==> src/rtl/lsr_pkg.sv <==
`default_nettype none

package lsr_pkg;

    localparam int STACK_DEPTH = 64;
    localparam int CNT_W       = $clog2(STACK_DEPTH + 1);
    localparam int ADDR_W      = $clog2(STACK_DEPTH);
    localparam int DATA_W      = 32;
    localparam int DEPTH_W     = 7;

    typedef enum logic [1:0] {
        CMD_PUSH   = 2'd0,
        CMD_POP    = 2'd1,
        CMD_PEEK   = 2'd2,
        CMD_CHANGE = 2'd3
    } t_cmd;

    typedef enum logic [1:0] {
        ST_OK       = 2'd0,
        ST_EMPTY    = 2'd1,
        ST_FULL     = 2'd2,
        ST_NOTFOUND = 2'd3
    } t_status;

    typedef struct packed {
        t_cmd                      cmd;
        logic signed [DATA_W-1:0]  value;
        logic signed [DATA_W-1:0]  new_value;
    } t_in;

    typedef struct packed {
        t_status                   status;
        logic signed [DATA_W-1:0]  data;
        logic [DEPTH_W-1:0]        depth;
    } t_out;

endpackage

`default_nettype wire

==> src/rtl/lsr_ram.sv <==
`default_nettype none

module lsr_ram #(
    parameter int  WIDTH = 32,
    parameter int  DEPTH = 64,
    localparam int AW    = $clog2(DEPTH)
) (
    input  wire logic             i_clk,
    input  wire logic             i_we,
    input  wire logic [AW-1:0]    i_waddr,
    input  wire logic [WIDTH-1:0] i_wdata,
    input  wire logic [AW-1:0]    i_raddr,
    output logic      [WIDTH-1:0] o_rdata
);

    logic [WIDTH-1:0] r_mem [DEPTH];

    always_ff @(posedge i_clk) begin
        if (i_we) begin
            r_mem[i_waddr] <= i_wdata;
        end
        o_rdata <= r_mem[i_raddr];
    end

endmodule

`default_nettype wire

==> src/rtl/lifo_stack_with_replace.sv <==
`default_nettype none

// channel   dir  valid        stall         payload
// request   in   i_in_valid   o_in_stall    i_in  (lsr_pkg::t_in)
// result    out  o_out_valid  i_out_stall   o_out (lsr_pkg::t_out)
//
// One request at a time. Push and an empty or full error go straight to the
// finish state, pop/peek pass through a RAM read state first, and change walks
// entries from the top down, one RAM read per cycle, until a match or the bottom.
// Synchronous active-low reset clears the count and control; store contents
// are undefined until pushed. The result register accepts a new result in the
// cycle its old one is taken; a stalled result holds the block in its
// finish state.

module lifo_stack_with_replace (
    input  wire logic          i_clk,
    input  wire logic          i_rst_n,
    input  wire logic          i_in_valid,
    output logic               o_in_stall,
    input  wire lsr_pkg::t_in  i_in,
    output logic               o_out_valid,
    input  wire logic          i_out_stall,
    output lsr_pkg::t_out      o_out
);

    typedef enum logic [1:0] {
        S_IDLE,
        S_RD,
        S_SCAN,
        S_FIN
    } t_state;

    t_state                          r_state, n_state;
    logic [lsr_pkg::CNT_W-1:0]       r_count, n_count;
    logic [lsr_pkg::ADDR_W-1:0]      r_idx, n_idx;
    lsr_pkg::t_in                    r_req, n_req;
    lsr_pkg::t_status                r_status, n_status;
    logic [lsr_pkg::DATA_W-1:0]      r_data, n_data;
    lsr_pkg::t_out                   r_out, n_out;
    logic                            r_out_valid, n_out_valid;

    logic                            ram_we;
    logic [lsr_pkg::ADDR_W-1:0]      ram_waddr, ram_raddr;
    logic [lsr_pkg::DATA_W-1:0]      ram_wdata, ram_rdata;

    logic                            in_acc;
    logic                            out_free;
    logic                            is_empty, is_full;
    logic [lsr_pkg::CNT_W-1:0]       cnt_m1;

    assign o_in_stall  = (r_state != S_IDLE);
    assign in_acc      = i_in_valid && !o_in_stall;
    assign out_free    = !r_out_valid || !i_out_stall;
    assign is_empty    = (r_count == '0);
    assign is_full     = (r_count == lsr_pkg::CNT_W'(lsr_pkg::STACK_DEPTH));
    assign cnt_m1      = r_count - lsr_pkg::CNT_W'(1);
    assign o_out_valid = r_out_valid;
    assign o_out       = r_out;

    lsr_ram #(
        .WIDTH (lsr_pkg::DATA_W),
        .DEPTH (lsr_pkg::STACK_DEPTH)
    ) u_store (
        .i_clk   (i_clk),
        .i_we    (ram_we),
        .i_waddr (ram_waddr),
        .i_wdata (ram_wdata),
        .i_raddr (ram_raddr),
        .o_rdata (ram_rdata)
    );

    always_comb begin
        n_state     = r_state;
        n_count     = r_count;
        n_idx       = r_idx;
        n_req       = r_req;
        n_status    = r_status;
        n_data      = r_data;
        n_out       = r_out;
        n_out_valid = r_out_valid;
        ram_we      = 1'b0;
        ram_waddr   = r_idx;
        ram_wdata   = r_req.new_value;
        ram_raddr   = cnt_m1[lsr_pkg::ADDR_W-1:0];

        if (r_out_valid && !i_out_stall) begin
            n_out_valid = 1'b0;
        end

        unique case (r_state)
            S_IDLE: begin
                if (in_acc) begin
                    n_req    = i_in;
                    n_data   = '0;
                    n_status = lsr_pkg::ST_OK;
                    unique case (i_in.cmd) inside
                        lsr_pkg::CMD_PUSH: begin
                            n_state = S_FIN;
                            if (is_full) begin
                                n_status = lsr_pkg::ST_FULL;
                            end else begin
                                ram_we    = 1'b1;
                                ram_waddr = r_count[lsr_pkg::ADDR_W-1:0];
                                ram_wdata = i_in.value;
                                n_count   = r_count + lsr_pkg::CNT_W'(1);
                            end
                        end
                        lsr_pkg::CMD_POP, lsr_pkg::CMD_PEEK: begin
                            if (is_empty) begin
                                n_status = lsr_pkg::ST_EMPTY;
                                n_state  = S_FIN;
                            end else begin
                                n_state = S_RD;
                                if (i_in.cmd == lsr_pkg::CMD_POP) begin
                                    n_count = cnt_m1;
                                end
                            end
                        end
                        lsr_pkg::CMD_CHANGE: begin
                            if (is_empty) begin
                                n_status = lsr_pkg::ST_EMPTY;
                                n_state  = S_FIN;
                            end else begin
                                n_idx   = cnt_m1[lsr_pkg::ADDR_W-1:0];
                                n_state = S_SCAN;
                            end
                        end
                        default: n_state = S_FIN;
                    endcase
                end
            end
            S_RD: begin
                n_data  = ram_rdata;
                n_state = S_FIN;
            end
            S_SCAN: begin
                // ram_rdata holds entry r_idx, read in the previous cycle
                if (ram_rdata == r_req.value) begin
                    ram_we  = 1'b1;
                    n_state = S_FIN;
                end else if (r_idx == '0) begin
                    n_status = lsr_pkg::ST_NOTFOUND;
                    n_state  = S_FIN;
                end else begin
                    n_idx     = r_idx - lsr_pkg::ADDR_W'(1);
                    ram_raddr = n_idx;
                end
            end
            S_FIN: begin
                if (out_free) begin
                    n_out_valid  = 1'b1;
                    n_out.status = r_status;
                    n_out.data   = r_data;
                    n_out.depth  = lsr_pkg::DEPTH_W'(r_count);
                    n_state      = S_IDLE;
                end
            end
            default: n_state = S_IDLE;
        endcase
    end

    always_ff @(posedge i_clk) begin
        if (!i_rst_n) begin
            r_state     <= S_IDLE;
            r_count     <= '0;
            r_out_valid <= 1'b0;
        end else begin
            r_state     <= n_state;
            r_count     <= n_count;
            r_out_valid <= n_out_valid;
        end
        r_idx    <= n_idx;
        r_req    <= n_req;
        r_status <= n_status;
        r_data   <= n_data;
        r_out    <= n_out;
    end

    a_count_bound: assert property (@(posedge i_clk) disable iff (!i_rst_n)
        r_count <= lsr_pkg::CNT_W'(lsr_pkg::STACK_DEPTH))
        else $error("entry count above store depth");

    a_full_push_keeps: assert property (@(posedge i_clk) disable iff (!i_rst_n)
        (in_acc && i_in.cmd == lsr_pkg::CMD_PUSH && is_full) |=> is_full)
        else $error("push on full store changed the count");

    a_we_states: assert property (@(posedge i_clk) disable iff (!i_rst_n)
        ram_we |-> (r_state == S_IDLE || r_state == S_SCAN))
        else $error("store written outside push or change");

    a_empty_result: assert property (@(posedge i_clk) disable iff (!i_rst_n)
        (o_out_valid && o_out.status == lsr_pkg::ST_EMPTY)
            |-> (o_out.data == '0 && o_out.depth == '0))
        else $error("empty result carries data or depth");

    a_result_on_fin: assert property (@(posedge i_clk) disable iff (!i_rst_n)
        (r_state == S_FIN && out_free) |=> (o_out_valid && r_state == S_IDLE))
        else $error("finished request did not produce a result");

endmodule

`default_nettype wire

==> config.mk <==
export PLATFORM = sky130hd
export DESIGN_NAME = lifo_stack_with_replace
export DESIGN_NICKNAME = d
export VERILOG_FILES = /design/src/rtl/lsr_pkg.sv /design/src/rtl/lsr_ram.sv /design/src/rtl/lifo_stack_with_replace.sv
export SDC_FILE = /design/constraint.sdc
export NUM_CORES = 2
export LEC_CHECK = 0
export BUFFER_PORTS_ARGS = -buffer_cell sky130_fd_sc_hd__buf_2
export CELL_PAD_IN_SITES_DETAIL_PLACEMENT = 1
export CELL_PAD_IN_SITES_GLOBAL_PLACEMENT = 1
export CORE_MARGIN = 1
export CORE_UTILIZATION = 45
export DETAILED_ROUTE_END_ITERATION = 10
export GPL_ROUTABILITY_DRIVEN = 0
export PLACE_DENSITY = 0.74
export SETUP_SLACK_MARGIN = 0.2
export SYNTH_ARGS = -nofsm -noshare
export SYNTH_HDL_FRONTEND = slang
export SYNTH_SLANG_ARGS = --single-unit
export TNS_END_PERCENT = 1
==> constraint.sdc <==
create_clock -name i_clk -period 15.4 [get_ports i_clk]
set_input_delay 2.31 -clock i_clk [delete_from_list [all_inputs] [get_ports i_clk]]
set_output_delay 2.31 -clock i_clk [all_outputs]
set_load 0.02 [all_outputs]
Word-level counts from Yosys, hierarchy flattened
Memories as Yosys holds them, arrays and structs flattened. A register that Yosys moved wholly into a read port is not among the register bits.
Cells that the tools add are included.
- register bits: 155
- bits in writable memories: 2048
- input bits: 70
- output and inout bits: 43
- logic and storage cells: 104
- memories: 1
- memory list (name ; words ; width ; read ports ; clocked after memory_dff ; write ports ; line ; RTL):
    u_store.r_mem ; 64 ; 32 ; 1 ; 1 ; 1 ; lsr_ram.sv:16 ; logic [WIDTH-1:0] r_mem [DEPTH];
- $add $sub $neg: 3
- equality and inequality tests: 19
- multiplexer cells: 47
- reduce and logical (&&, ||, !) cells: 23
- operators with widths (operator ; count):
    32-bit two-way mux ; 5
    6-bit two-way mux ; 12
    32-bit case mux with 2 select lines ; 1
    32-bit == test ; 1
    7-bit two-way mux ; 3
    2-bit != test, second input constant ; 10
    2-bit two-way mux ; 8
    7-bit case mux with 2 select lines ; 1
    2-bit case mux with 2 select lines ; 3
    6-bit case mux with 2 select lines ; 1
    6-bit AND reduction ; 2
    1-bit two-way mux ; 11
    2-bit == test, second input constant ; 4
    2-bit case mux with 4 select lines ; 1
    2-bit nonzero test ; 4
    7-bit by 1-bit adder with 7-bit output, second input constant ; 1
    7-bit == test, second input constant ; 1
    7-bit zero test ; 1
    7-bit by 1-bit subtractor with 7-bit output, second input constant ; 1
    6-bit zero test ; 1
    2-bit AND reduction ; 3
    6-bit by 1-bit subtractor with 6-bit output, second input constant ; 1
    2-bit by 1-bit == test with 1-bit output, second input constant ; 2
    2-bit zero test ; 2
    9 further kinds ; 12

Depth between registers and ports, before layout
- depth in word-level cells: 7
- gate-level depth with buffers: 18
- mapped depth without buffers: 11

By module
Synthesis repeated with hierarchy kept, for this count alone.
- cells, all modules: 3750
- area total of the unflattened synthesis: 85131.6 um^2
- modules (own cells, without submodules) (module ; times used ; cells an instance ; area an instance (um^2) ; sequential area each (um^2)):
    lsr_ram ; 1 ; 3324 ; 78515.3 ; 62139.6
    lifo_stack_with_replace ; 1 ; 426 ; 6616.3 ; 4554.4

Worst setup path after synthesis
Ideal clock, no wire load.
- path kind: input to register
- from: in i_in_valid
- to: mem u_store.r_mem[55][0] (enable)
- setup time: 468 ps
- arrival: 7602 ps
- path slack: 7331 ps
- stages: 7
- cell sequence: and2_1 > nand2_1 > a21oi_1 > clkbuf_1 > o21bai_1 > nand3_1 > nor3b_1
- word-level cells in the longest chain between the ends: 5
- elaborated cells between the ends (all ways): 7
- those cells by class: mux: 6; reduce/logical: 1
- ends and longest elaborated chain (what ; line ; RTL):
    start: declaration ; lifo_stack_with_replace.sv:18 ; input wire logic i_in_valid,
    1-bit logical AND (*) ; lifo_stack_with_replace.sv:52 ; assign in_acc = i_in_valid && !o_in_stall;
    1-bit two-way mux ; lifo_stack_with_replace.sv:92 ; if (in_acc) begin
    1-bit case mux with 2 select lines ; lifo_stack_with_replace.sv:90 ; unique case (r_state)
    1-bit two-way mux ; lsr_ram.sv:19 ; if (i_we) begin
    1-bit two-way mux (not written as such) ; lsr_ram.sv:20 ; r_mem[i_waddr] <= i_wdata;
    end: declaration ; lsr_ram.sv:16 ;
Every way passes the cells marked *; elsewhere a longest branch is shown, timed or not.

Final worst setup path
- from: reg r_state[1]
- to: reg u_store.o_rdata[20], read port of u_store.r_mem
- word-level cells in the longest chain between the ends: 2
- ends and longest elaborated chain (what ; line ; RTL):
    start: declaration ; lifo_stack_with_replace.sv:33 ; t_state r_state, n_state;
    start signal: assignment ; lifo_stack_with_replace.sv:168 ; r_state <= n_state;
    2-bit == test ; lifo_stack_with_replace.sv:90 ;
    6-bit two-way mux ; lifo_stack_with_replace.sv:90 ;
    end: declaration ; lsr_ram.sv:13 ; output logic [WIDTH-1:0] o_rdata
Every way passes these cells.
A chain may end at the register's enable or synchronous reset.

==> summary.md <==
| Metric | Value |
|---|---|
| Layout Nets | `5581` |
| P_int | `approximately 12000 uW` |
| Vias | `51420` |
| Post-CTS setup repair buffer count | `0` |
| WL per Instance | `33.43 um` |
| Slew headroom | `-13.16%` |
| Post_cts resized | `0` |
| Required @ worst endpoint | `16.16 ns` |
| CTS buffer count | `about 210` |
| Core area | `between 150000 and 200000 sq um` |
| Leak Pwr | `0.03103 uW` |
| Comb pwr share | `30.5%` |
| Grt ovf | `0` |
| Clock root buffer | `clkbuf_16` |
| Sequential share of power | `40.6%` |
| Area Overhead vs Synth | `12.54%` |
| # setup viols final | `0` |
| Commonest non-fill, non-tap cell in the layout | `edfxtp_1` |
| First-pass DRT Iterations | `8` |
| Initial Util | `45.37%` |
| Synth Register Bits | `roughly 2200` |
| Max Cap Violations | `1` |
| Via density | `approximately 6.3` |
| H-Tree Depth | `4` |
| Pins over their slew limit | `3` |
| Clock transition at path regs | `0.07 ns` |
| CTS tree | `built` |
| Hold Path Class | `register to register` |
| Synth cell types | `56` |
| Post-synth EDFFs | `2193` |
| IO buf count | `112` |
| Vias in the first global route | `52530` |
| Overall routing resource usage | `27.94%` |
| Crit path capture type | `register` |
| Post-synthesis sequential area ratio | `between 70% and 80%` |
| Fill count | `about 18000` |
| Peak Freq | `0.1421 GHz` |
| Clock Skew | `0.06555 ns` |
| Least-Margin Pin Slew | `around 1.7 ns` |
| Worst Setup EP | `u_store.o_rdata[20]$_DFF_P_` |
| Final Total Pwr | `18250 uW` |
| Final core occ | `51.05%` |
| Pin count of the biggest net entering global routing | `140` |
| Post-synth ARST share | `0%` |
| Power per standard cell area | `187.7 nW/um^2` |
| Setup_tns | `0 ns` |
| Sequential cell area | `66690 sq um` |
| Initial antenna violation count | `21` |
| Worst reg2reg setup slack | `about 8.4 ns` |
| Die W | `between 400 and 500 um` |
| Final Hold Vio Count | `0` |
| R2R Path End | `u_store.o_rdata[20]$_DFF_P_` |
| Full die area | `193700 sq um` |
| Arrival time of the worst setup path | `7.80 ns` |
| Mapped cell area | `86370 sq um` |
| # rows | `between 150 and 200` |
| Setup crit start | `r_state[1]$_SDFFE_PN0P_` |
| Clk pwr share | `28.9%` |
| DPL Wire Length | `about 160000 um` |
| Clk_lat worst skew | `~0.88 ns` |
| CTS Sinks | `2235` |
| Drt initial violations | `just under 7000` |
| Commonest cells after routing, fill and taps aside | `edfxtp_1, nand2_1, mux2i_1, o22ai_1, clkbuf_16` |
| Failing checks | `capacitance limit, slew limit` |
| Die Y | `440.1 um` |
| CTS Buffer Depth | `3` |
| Crit start category | `register` |
| Avg Cell Area, Syn | `16.10 sq um` |
| Post-CTS Hold Fix Bufs | `0` |
| Share of cells above drive strength 1 | `11.73%` |
| Final wirelength | `274200 um` |
| Remaining DRCs | `0` |
| YS warnings | `0` |
| Reg-to-Reg Start | `r_state[1]$_SDFFE_PN0P_` |
| DRT antenna net count | `0` |
| Tmin final | `7.037 ns` |
| Final non-filler cell total | `8200` |
| Peak VDD IR | `between 100 and 150 uV` |
| Crit path kind | `register to register` |
| First-pass GRT wire length | `between 300000 and 400000 um` |
| Reg2reg path depth | `11` |
| RSZ-0062 raised after global routing | `no` |
| Placed cells | `7794` |
| CP Max Fanout | `118` |
| Psw | `6606 uW` |
| Syn_nets | `5445` |
| Crit share post-route | `45.69%` |
| Outcome | `finished with violations` |
| Sw Ratio | `36.21%` |
| I/O pin count | `113` |
| Multi-input logic area | `around 19000 sq um` |
| Syn Inst Count | `5364` |
| Main synth FF type | `edfxtp_1` |
-- routing by layer --
layer  wire, um  share of wire, %  up-vias  GRT usage [%]
met5         75             0.027        -              0
met4      15610               5.7       10          14.82
met3      26880               9.8      584          6.128
met2     125800                46     2934          43.51
li1           -                 -    21120              -
met1     105800                39    26770          36.73
-- cells by family (layout without fill, tap and decap cells) --
| family | after synthesis | after routing | synth area share (%) |
|---|---|---|---|
| multiplexers | 691 | 691 | 8.062 |
| other | 0 | 11 | 0 |
| XOR/XNOR | 50 | 50 | 0.5070 |
| adder cells (fa/ha/maj) | 11 | 11 | 0.1594 |
| buffers and inverters | 326 | 640 | 1.918 |
| flip-flops | 2235 | 2235 | 77.22 |
| AO/OA/AOI/OAI | 711 | 711 | 5.334 |
| AND/OR/NAND/NOR | 1340 | 1340 | 6.800 |
-- critical path, cell delays in order (launching register included) --
cell     delay (ns)
dfxtp_1        0.42
ha_1           0.45
inv_1          0.37
a31oi_2        0.79
mux2_8         0.79
buf_12         0.62
buf_4          0.92
mux2i_1        0.31
o22ai_1        0.12
o21ai_0        0.77
nand4_1        0.54
or3_1          0.52
-- state kept, by name, indices dropped and copies added, names as in the netlist --
| signal | flops |
|---|---|
| u_store.r_mem | 2048 |
| r_req | 64 |
| o_out | 41 |
| r_data | 32 |
| u_store.o_rdata | 32 |
| r_count | 7 |
| r_idx | 6 |
| r_state | 2 |
| r_status | 2 |
| o_out_valid | 1 |
-- power by group through the flow --
stage          combinational [uW]  clock [uW]  sequential [uW]
6_report                     5570        5280             7400
5_1_grt                      5690        5500             7410
4_1_cts                      5430        5320             7390
3_5_place_dp                 5380           0             7520
3_3_place_gp                 5250           0             7500
2_1_floorplan                3000           0             7470
-- worst min-delay path by stage --
| stage | to | start | cells past startpoint |
|---|---|---|---|
| 3_5_place_dp | o_out[32]$_DFFE_PP_ | r_data[25]$_SDFFCE_PN0P_ | 0 |
| 5_1_grt | o_out[26]$_DFFE_PP_ | r_data[19]$_SDFFCE_PN0P_ | 0 |
| 6_report | o_out[39]$_DFFE_PP_ | r_status[0]$_SDFFCE_PP1P_ | 0 |
| 4_1_cts | o_out[39]$_DFFE_PP_ | r_status[0]$_SDFFCE_PP1P_ | 0 |
| 3_3_place_gp | o_out[23]$_DFFE_PP_ | r_data[16]$_SDFFCE_PN0P_ | 0 |
| 2_1_floorplan | o_out[10]$_DFFE_PP_ | r_data[3]$_SDFFCE_PN0P_ | 0 |
-- metrics by stage --
stage | instance area (sq um) | hold WS (ns) | setup slack, ns
floorplan | 86370 | 0.4003 | 7.331
global placement | 90180 | 0.4064 | 8.240
detailed placement | 90180 | 0.4090 | 8.014
CTS | 97160 | 0.4233 | 8.554
global route | 97180 | 0.4269 | 8.112
finish | 97200 | 0.4236 | 8.363
-- synthesized netlist by cell type, drive strengths merged, types with 2 or more instances --
cell | instances | area, sq um
or2 | 4 | 25.02
nor2 | 88 | 330.3
or3 | 9 | 56.30
dfxtp | 42 | 840.8
a21oi | 96 | 480.5
and2 | 43 | 269.0
nand4 | 90 | 563.0
nor3 | 14 | 75.07
nor3b | 4 | 30.03
a32oi | 44 | 385.4
a211oi | 8 | 60.06
ha | 11 | 137.6
a31oi | 113 | 713.2
xor2 | 9 | 78.83
o22ai | 220 | 1376
o31a | 2 | 17.52
nand2b | 4 | 25.02
nand4b | 2 | 17.52
o2bb2ai | 6 | 52.55
nand3 | 186 | 930.9
buf | 180 | 1109
xnor2 | 41 | 359.1
mux2i | 654 | 6546
and4 | 4 | 35.03
o21a | 2 | 15.01
a311oi | 4 | 35.03
o31ai | 4 | 30.03
or4 | 20 | 150.1
nor2b | 2 | 12.51
and3 | 6 | 37.54
a222oi | 55 | 550.5
a21boi | 8 | 60.06
a22o | 14 | 122.6
nor4 | 19 | 133.9
edfxtp | 2193 | 65850
mux2 | 37 | 416.7
a22oi | 6 | 45.04
clkbuf | 132 | 495.5
inv | 14 | 52.55
nand3b | 2 | 15.01
nand2 | 843 | 3167
o211ai | 2 | 15.01
o21ai | 123 | 615.6
-- final cells by class --
type / instances / share of cell area (%)
inverter: 14 / 0.05407
sequential: 2235 / 68.62
timing repair buffer: 232 / 1.581
tap: 2511 / 3.232
multi-input combinational: 2803 / 19.31
clock buffer: 262 / 5.780
clock inverter: 132 / 1.397
antenna: 11 / 0.02832
(Power assumes the default switching activity.)
